--- src/sledpg_pkg.sv ---
// Shared types and constants for the status LED pattern generator.
// No dependencies.
`default_nettype none

package sledpg_pkg;

    localparam int unsigned PERIOD_W = 16;
    localparam int unsigned COUNT_W  = 8;
    localparam int unsigned STATUS_W = 3;
    localparam int unsigned MODE_W   = 2;
    localparam int unsigned CFG_IDX_W = 3;

    typedef enum logic [STATUS_W-1:0] {
        ST_IDLE   = 3'd0,
        ST_RECORD = 3'd1,
        ST_ADVERT = 3'd2,
        ST_XFER   = 3'd3,
        ST_ERROR  = 3'd4
    } status_t;

    typedef enum logic [MODE_W-1:0] {
        OVR_RUN       = 2'd0,
        OVR_FORCE_OFF = 2'd1,
        OVR_FORCE_ON  = 2'd2,
        OVR_RSVD      = 2'd3
    } override_t;

    typedef enum logic [CFG_IDX_W-1:0] {
        CFG_IDLE_HALF   = 3'd0,
        CFG_ADV_HALF    = 3'd1,
        CFG_XFER_HALF   = 3'd2,
        CFG_ERR_FLASH   = 3'd3,
        CFG_ERR_PAUSE   = 3'd4,
        CFG_ERR_TOGGLES = 3'd5
    } cfg_idx_t;

    localparam logic [PERIOD_W-1:0] RST_IDLE_HALF   = 16'd500;
    localparam logic [PERIOD_W-1:0] RST_ADV_HALF    = 16'd250;
    localparam logic [PERIOD_W-1:0] RST_XFER_HALF   = 16'd100;
    localparam logic [PERIOD_W-1:0] RST_ERR_FLASH   = 16'd150;
    localparam logic [PERIOD_W-1:0] RST_ERR_PAUSE   = 16'd1000;
    localparam logic [COUNT_W-1:0]  RST_ERR_TOGGLES = 8'd6;

    localparam logic [PERIOD_W-1:0] ELAPSED_MAX = {PERIOD_W{1'b1}};

endpackage

`default_nettype wire

--- src/status_led_pattern_generator_core.sv ---
// Status LED pattern generator: one tick item in, one LED result item out.
// Depends on sledpg_pkg.
//
// channel   dir   handshake             payload
// s_        in    s_valid / s_ready     s_requested_status, s_override_mode
// m_        out   m_valid / m_ready     m_led_level, m_active_status, m_is_forced
// cfg_      in    cfg_valid / cfg_ready cfg_index, cfg_data
//
// One item per cycle unless a low m_ready stalls; result appears the cycle after
// acceptance, from the single pattern-update stage feeding the result register.
// s_ready is high while the result register is empty or being drained.
// cfg_ready is always high. Reset (aresetn low, synchronous) restores the
// register defaults and clears all pattern state.
`default_nettype none

module status_led_pattern_generator_core
    import sledpg_pkg::*;
(
    input  wire logic                 aclk,
    input  wire logic                 aresetn,

    input  wire logic                 s_valid,
    output logic                      s_ready,
    input  wire logic [STATUS_W-1:0]  s_requested_status,
    input  wire logic [MODE_W-1:0]    s_override_mode,

    output logic                      m_valid,
    input  wire logic                 m_ready,
    output logic                      m_led_level,
    output logic [STATUS_W-1:0]       m_active_status,
    output logic                      m_is_forced,

    input  wire logic                 cfg_valid,
    output logic                      cfg_ready,
    input  wire logic [CFG_IDX_W-1:0] cfg_index,
    input  wire logic [PERIOD_W-1:0]  cfg_data
);

    logic [PERIOD_W-1:0] idle_half_reg;
    logic [PERIOD_W-1:0] adv_half_reg;
    logic [PERIOD_W-1:0] xfer_half_reg;
    logic [PERIOD_W-1:0] err_flash_reg;
    logic [PERIOD_W-1:0] err_pause_reg;
    logic [COUNT_W-1:0]  err_toggles_reg;

    status_t             status_reg,  status_next;
    logic [PERIOD_W-1:0] elapsed_reg, elapsed_next;
    logic                phase_reg,   phase_next;
    logic                pin_reg,     pin_next;
    logic [COUNT_W-1:0]  flash_reg,   flash_next;
    logic                ovr_reg,     ovr_next;

    logic                m_valid_reg;
    logic                led_reg;
    logic [STATUS_W-1:0] act_status_reg;
    logic                forced_reg;

    logic                accept;
    logic                cfg_we;
    logic                req_valid;
    logic                cleared;
    logic [PERIOD_W-1:0] blink_period;
    logic [PERIOD_W-1:0] el_step;

    assign s_ready   = !m_valid_reg || m_ready;
    assign accept    = s_valid && s_ready;
    assign cfg_ready = 1'b1;
    assign cfg_we    = cfg_valid && cfg_ready;

    assign m_valid         = m_valid_reg;
    assign m_led_level     = led_reg;
    assign m_active_status = act_status_reg;
    assign m_is_forced     = forced_reg;

    // configuration registers
    always_ff @(posedge aclk) begin
        if (!aresetn) begin
            idle_half_reg   <= RST_IDLE_HALF;
            adv_half_reg    <= RST_ADV_HALF;
            xfer_half_reg   <= RST_XFER_HALF;
            err_flash_reg   <= RST_ERR_FLASH;
            err_pause_reg   <= RST_ERR_PAUSE;
            err_toggles_reg <= RST_ERR_TOGGLES;
        end else if (cfg_we) begin
            case (cfg_index)
                CFG_IDLE_HALF:   idle_half_reg   <= cfg_data;
                CFG_ADV_HALF:    adv_half_reg    <= cfg_data;
                CFG_XFER_HALF:   xfer_half_reg   <= cfg_data;
                CFG_ERR_FLASH:   err_flash_reg   <= cfg_data;
                CFG_ERR_PAUSE:   err_pause_reg   <= cfg_data;
                CFG_ERR_TOGGLES: err_toggles_reg <= cfg_data[COUNT_W-1:0];
                default: begin
                end
            endcase
        end
    end

    // per-tick pattern update
    always_comb begin
        status_next  = status_reg;
        elapsed_next = elapsed_reg;
        phase_next   = phase_reg;
        pin_next     = pin_reg;
        flash_next   = flash_reg;
        ovr_next     = ovr_reg;
        cleared      = 1'b0;
        blink_period = idle_half_reg;
        el_step      = elapsed_reg;

        req_valid = (s_requested_status <= STATUS_W'(ST_ERROR));
        if (req_valid && (s_requested_status != STATUS_W'(status_reg))) begin
            status_next  = status_t'(s_requested_status);
            elapsed_next = '0;
            flash_next   = '0;
            cleared      = 1'b1;
            if (s_requested_status == STATUS_W'(ST_RECORD)) begin
                pin_next = 1'b1;
            end else if (s_requested_status == STATUS_W'(ST_IDLE)) begin
                phase_next = 1'b0;
            end
        end

        if ((s_override_mode == OVR_FORCE_OFF) || (s_override_mode == OVR_FORCE_ON)) begin
            ovr_next = 1'b1;
            pin_next = (s_override_mode == OVR_FORCE_ON);
        end else begin
            if (ovr_reg) begin
                ovr_next = 1'b0;
                cleared  = 1'b1;
            end
            el_step = cleared ? '0 : elapsed_next;
            if (!cleared && (el_step != ELAPSED_MAX)) begin
                el_step = el_step + 1'b1;
            end
            elapsed_next = el_step;

            case (status_next)
                ST_IDLE:   blink_period = idle_half_reg;
                ST_ADVERT: blink_period = adv_half_reg;
                ST_XFER:   blink_period = xfer_half_reg;
                default:   blink_period = idle_half_reg;
            endcase

            case (status_next)
                ST_RECORD: begin
                    pin_next = 1'b1;
                end
                ST_ERROR: begin
                    if (el_step >= err_flash_reg) begin
                        if (flash_next < err_toggles_reg) begin
                            phase_next   = !phase_next;
                            pin_next     = phase_next;
                            flash_next   = flash_next + 1'b1;
                            elapsed_next = '0;
                        end else begin
                            pin_next = 1'b0;
                            if (el_step >= err_pause_reg) begin
                                flash_next   = '0;
                                elapsed_next = '0;
                            end
                        end
                    end
                end
                default: begin
                    if (el_step >= blink_period) begin
                        phase_next   = !phase_next;
                        pin_next     = phase_next;
                        elapsed_next = '0;
                    end
                end
            endcase
        end
    end

    always_ff @(posedge aclk) begin
        if (!aresetn) begin
            status_reg  <= ST_IDLE;
            elapsed_reg <= '0;
            phase_reg   <= 1'b0;
            pin_reg     <= 1'b0;
            flash_reg   <= '0;
            ovr_reg     <= 1'b0;
        end else if (accept) begin
            status_reg  <= status_next;
            elapsed_reg <= elapsed_next;
            phase_reg   <= phase_next;
            pin_reg     <= pin_next;
            flash_reg   <= flash_next;
            ovr_reg     <= ovr_next;
        end
    end

    // result register
    always_ff @(posedge aclk) begin
        if (!aresetn) begin
            m_valid_reg <= 1'b0;
        end else if (accept) begin
            m_valid_reg <= 1'b1;
        end else if (m_ready) begin
            m_valid_reg <= 1'b0;
        end
    end

    always_ff @(posedge aclk) begin
        if (accept) begin
            led_reg        <= pin_next;
            act_status_reg <= STATUS_W'(status_next);
            forced_reg     <= ovr_next;
        end
    end

    a_result_follows_accept : assert property (@(posedge aclk) disable iff (!aresetn)
        accept |=> m_valid)
        else $error("result missing after accepted item");

    a_status_legal : assert property (@(posedge aclk) disable iff (!aresetn)
        status_reg <= ST_ERROR)
        else $error("status register out of range");

    a_force_on : assert property (@(posedge aclk) disable iff (!aresetn)
        (accept && (s_override_mode == OVR_FORCE_ON)) |=> (m_led_level && m_is_forced))
        else $error("force on not reflected");

    a_force_off : assert property (@(posedge aclk) disable iff (!aresetn)
        (accept && (s_override_mode == OVR_FORCE_OFF)) |=> (!m_led_level && m_is_forced))
        else $error("force off not reflected");

    a_record_high : assert property (@(posedge aclk) disable iff (!aresetn)
        (accept && !ovr_next && (status_next == ST_RECORD)) |=> m_led_level)
        else $error("recording status must drive LED high");

endmodule

`default_nettype wire
--- config.mk ---
export PLATFORM = sky130hd
export DESIGN_NAME = status_led_pattern_generator_core
export DESIGN_NICKNAME = d
export VERILOG_FILES = /design/src/sledpg_pkg.sv /design/src/status_led_pattern_generator_core.sv
export SDC_FILE = /design/constraint.sdc
export NUM_CORES = 1
export LEC_CHECK = 0
export ABC_AREA = 1
export BUFFER_PORTS_ARGS = -buffer_cell sky130_fd_sc_hd__buf_4
export CORE_ASPECT_RATIO = 1.75
export CORE_MARGIN = 3
export CORE_UTILIZATION = 50
export CTS_CLUSTER_DIAMETER = 120
export DETAILED_ROUTE_END_ITERATION = 6
export GPL_ROUTABILITY_DRIVEN = 1
export PLACE_DENSITY = 0.67
export SLEW_MARGIN = 5
export SYNTH_ARGS = -nofsm -noshare
export SYNTH_HDL_FRONTEND = slang
export SYNTH_SLANG_ARGS = --single-unit
export TNS_END_PERCENT = 20
--- constraint.sdc ---
create_clock -name aclk -period 6.2 [get_ports aclk]
set_input_delay 1.24 -clock aclk [delete_from_list [all_inputs] [get_ports aclk]]
set_output_delay 1.24 -clock aclk [all_outputs]
set_load 0.02 [all_outputs]
## After elaboration in Yosys (flattened, before gate mapping)

Cells that the tools add are included.

- Input port bits: 29
- Register bits: 124
- Output and inout bits: 8
- Word-level logic and storage cells: 94

- Magnitude comparators: 5
- Mux-type cells: 40
- Add/subtract/negate cells: 2
- Reductions and logical operators: 17
- Equality and inequality tests: 14

Operators with widths:

| cell | count |
|---|---|
| 2-to-1 mux 16 bit | 10 |
| case mux 16 bit (2 select lines) | 2 |
| greater-or-equal comparator 16 bit | 3 |
| 2-to-1 mux 8 bit | 6 |
| 2-to-1 mux 1 bit | 19 |
| adder 16 x 1 -> 16 bit, second input constant | 1 |
| inequality test 16 bit, second input constant | 1 |
| == test 3 x 2 -> 1 bit, second input constant | 4 |
| AND reduction 2 bit | 6 |
| == test 3 x 1 -> 1 bit, second input constant | 3 |
| == test 3 bit, second input constant | 3 |
| adder 8 x 1 -> 8 bit, second input constant | 1 |
| < comparator 8 bit | 1 |
| logical NOT 3 bit | 2 |
| case mux 1 bit (2 select lines) | 2 |
| less-or-equal comparator 3 bit, second input constant | 1 |
| logical AND 1 bit | 3 |
| logical NOT 1 bit | 3 |
| 2-to-1 mux 3 bit | 1 |
| inequality test 3 bit | 1 |
| == test 2 x 1 -> 1 bit, second input constant | 1 |
| == test 2 bit, second input constant | 1 |
| logical OR 1 bit | 2 |
| nonzero test 2 bit | 1 |

## Longest topological paths before layout

- Depth in word-level cells: 16
- Mapped depth: 33
- Mapped depth without buffers: 31

## Least setup slack after synthesis

Ideal clock, no wire load.

- Path type: input to register
- Start: input port s_requested_status[0]
- End: register flash_reg[6]
- Arrival time: 4.723 ns
- Required time: 6.130 ns
- Library setup time: 0.070 ns
- Cell stages on the path: 29
- Path buffers: 3
- Slack: 1.407 ns
- Path through: inv_1 nand2_1 nand2_1 nand3_2 nand2_4 nand2_4 buf_6 nor2_2 ha_1 nand2_1 nor2_1 nand2_1 nor2_4 nor2_4 buf_6 nand3_1 nand2_1 ha_1 nand2_1 nor4_1 nand3_1 nand3_1 nand2_1 inv_1 buf_4 nand4_1 a21oi_1 nand2_1 a21oi_1

- Cells in the longest elaborated chain, start to end: 16
- Elaborated cells on any way between the ends: 26
- Classes of those cells: 2 x add/sub; 4 x order compare; 3 x eq/ne; 14 x mux; 3 x reduce/logical

Ends and longest elaborated chain:

| what | line | text |
|---|---|---|
| from (decl) | status_led_pattern_generator_core.sv:24 | `input wire logic [STATUS_W-1:0] s_requested_status,` |
| branches (longest 15 deep; another with adder 16 x 1 -> 16 bit) | - |  |
| 2-to-1 mux 8 bit * | status_led_pattern_generator_core.sv:123 | `if ((s_override_mode == OVR_FORCE_OFF) \|\| (s_override_mode == OVR_FORCE_ON)) begin` |
| to (signal assigned) | status_led_pattern_generator_core.sv:188 | `flash_reg <= flash_next;` |
| to (decl) | status_led_pattern_generator_core.sv:50 | `logic [COUNT_W-1:0] flash_reg, flash_next;` |

Mark *: on every way between the ends. The select of a mux whose other input is x is not followed.
A chain may end at the register's enable or synchronous reset.

## Worst setup path after layout

- Start: input port s_requested_status[1]
- End: register flash_reg[6]

Same word-level chain as after synthesis.

==> summary.txt <==
FF+latch area = 2532 sq um
Area share of the largest cell type after synthesis = 33.24%
Ant diodes = 0
Synth async-reset ratio = 0%
Unrepaired setup endpoints after global routing = false
Max_cap viols = 0
Antenna violations before repair = 0
Cells after Synth = 1036
Synth Area in Compound Gates = 19.10%
Simple-Gate Fraction of Synth Area = 24.91%
Startpoint class of the critical path = input pin
Vias per inst = 5.380
Port bufs = 35
Least-Margin Pin Slew = 1.055 ns
Tot Pwr = 2231 uW
Synth area leaders = dfxtp_1 (33%), nand2_1 (11%), ha_1 (10%), nor2_1 (6.9%), inv_1 (6.7%)
Die H = 164.4 um
Highest Clock Rate = 184.5 MHz
CTS tree = done
Post-CTS Resized = 0
Remaining global-route overflow = 0
Clk slew on worst S/H paths = 0.06 ns
YS warnings = 0
Class of the most critical setup path = input pin to register
Dpl hpwl = 13390 um
Dpl cell area = 7526 sq um
Largest net degree at the start of global routing = 91
Cell area after synthesis = 7167 sq um
WP buf/inv = 4
Number of flops mapped to enable cells by yosys = 5
CP delay by family, top = simple AND/OR/NAND/NOR gates
Crit-path max FO = 17
Rows = 57
Clk_skew = 0.01091 ns
Most common cell on crit path = nand2_1
Final net count = 1144
Worst setup margin = 0.7807 ns
Share of cells above drive strength 1 = 8.980%
Starting Density = 51.27%
Post-CTS Setup Inserts = 0
Fillcell total = 1415
Vias post-DR = 6704
Mux cell area share after synthesis = 0%
Syn Nets = 1124
Cts bufs inserted = 17
Relative slew slack = 29.57%
Area delta synth->final = 13.63%
Final Setup Violations = 0
IO Count = 37
Final core utilization = 58.26%
Status = finished, final reports clean
Mean Syn Cell Area = 6.918 sq um
GRT Util Overall = 25.09%
CTS H-tree lvls = 4
Post-DRT Antenna Nets = 0
DRC viols = 0
Avg WL per Cell = 14.79 um
Initial DRT Pass Iterations = 5
First-pass GRT wire length = 31030 um
Post-synthesis sequential area ratio = 35.34%
Cell with the most instances after synthesis = nand2_1
Main synth FF type = dfxtp_1
Crit path DAT = 5.75 ns
CP endpoint kind = register
Violation count after the first detailed-route iteration = 332
Post-synth top area cell = dfxtp_1
Hold Path Class = register to register
Core area = 13980 sq um
Final Hold Fails = 0
Hold Buf Count CTS = 0
Final Critical Period = 5.419 ns
Setup TNS = 0 ns
Clock root cell = clkbuf_16
Cell area after layout = 8144 sq um
Post-synth top cells = nand2_1 (202), nor2_1 (132), inv_1 (128)
Yosys cell types = 38
Routability Congestion = 0.8660
Largest stage delay, worst path = 0.43 ns
Full die area = 15860 sq um
Number of synthesized register bits = 124
Slack of the worst reg-to-reg path = 1.39 ns
Dpl ws = 0.4642 ns
Leakage = 0.003678 uW
Pwr dens = 273.9 nW/um^2
Routed wire length = 18420 um
Peak supply drop = 0.0002471 V
Data required, critical path = 6.53 ns
CTS sink cnt = 124
Worst-Skew Late Latency = 0.42 ns
Fin crit share = 87.41%
Largest family of logic cells by synthesized area = simple AND/OR/NAND/NOR gates
Adder-Cell Fraction of Synth Area = 10.30%
Bufs on Longest Clock Path = 2
Footprint of the multi-input gates = 3958 sq um
Slowest-stage cell, CP = nor4_1
XOR/XNOR Fraction of Synth Area = 0.8554%
Die Width = 96.50 um
Fin. max-slew vios = 0
Number of global-route vias before repair = 6541
cells by family (layout without fill, tap and decap cells):
group,Yosys count,after routing
AND/OR/NAND/NOR,425,425
buffers and inverters,173,206
XOR/XNOR,7,7
AO/OA/AOI/OAI,247,247
other,1,1
flip-flops,124,124
adder cells (fa/ha/maj),59,59
power breakdown:
group	internal, uW	leakage (uW)	total (uW)	switching (uW)
Sequential	835	0.00102	849	14.1
Clock	658	0.000302	1050	388
Combinational	114	0.00236	337	223
worst paths after layout:
| path | startpoint | depth (start not counted) | endpoint |
|---|---|---|---|
| setup / recovery | s_requested_status[1] | 27 | flash_reg[6] |
| hold / removal | adv_half_reg[3] | 2 | adv_half_reg[3] |
| setup reg to reg | status_reg[1] | 26 | flash_reg[6] |
| hold reg to reg | adv_half_reg[3] | 2 | adv_half_reg[3] |
worst register-to-register path, delay by kind of cell, from the launching register on:
family                     cells  cell delay [ns]
DFF                            1             0.31
adders and majority gates      2             0.50
and+or+nand+nor               19             3.14
buffers and inverters          3             0.52
AOI/OAI and AO/OA              2             0.28
metrics by stage:
stage,std cells,hold WS [ns]
floorplan,1036,0.4292
global placement,1214,0.4371
detailed placement,1214,0.4428
CTS,1246,0.4577
global route,1246,0.4741
finish,1246,0.4565
routing by layer:
| metal | wire [um] | vias to the layer above | track usage [%] | part of all wire [%] |
|---|---|---|---|---|
| met4 | 585 | 0 | 11.17 | 3.2 |
| met1 | 7604 | 3081 | 27.89 | 41 |
| met3 | 509 | 43 | 3.965 | 2.8 |
| li1 | - | 3452 | - | - |
| met2 | 9725 | 128 | 45.72 | 53 |
| met5 | 0 | - | 0 | 0 |
layout by cell type (no fill, tap or decap), types with 3 or more instances in the layout:
cell type,netlist,final
clkinv_4,0,4
nand4_1,16,16
nand3_1,52,52
bufinv_16,0,3
o21bai_1,15,15
o22ai_1,16,16
o21ai_0,95,95
ha_1,59,59
nor3_1,6,6
nor2_2,5,5
dfxtp_1,119,119
nand2_1,202,202
edfxtp_1,5,5
inv_1,128,128
a31oi_1,4,4
clkbuf_16,0,17
buf_4,3,43
nor2_1,132,132
a21oi_2,7,7
o211ai_1,9,9
nor2_4,3,3
xnor2_1,5,5
a21oi_1,95,95
final cells by class:
cell class	instances	area share, %
multi-input cells	739	48.59
flip-flops and latches	124	31.10
inverters	131	6.038
clock buffers	20	5.608
repair buffers	43	3.964
well taps	177	2.719
clock inverters	12	1.982
(Power assumes the default switching activity.)
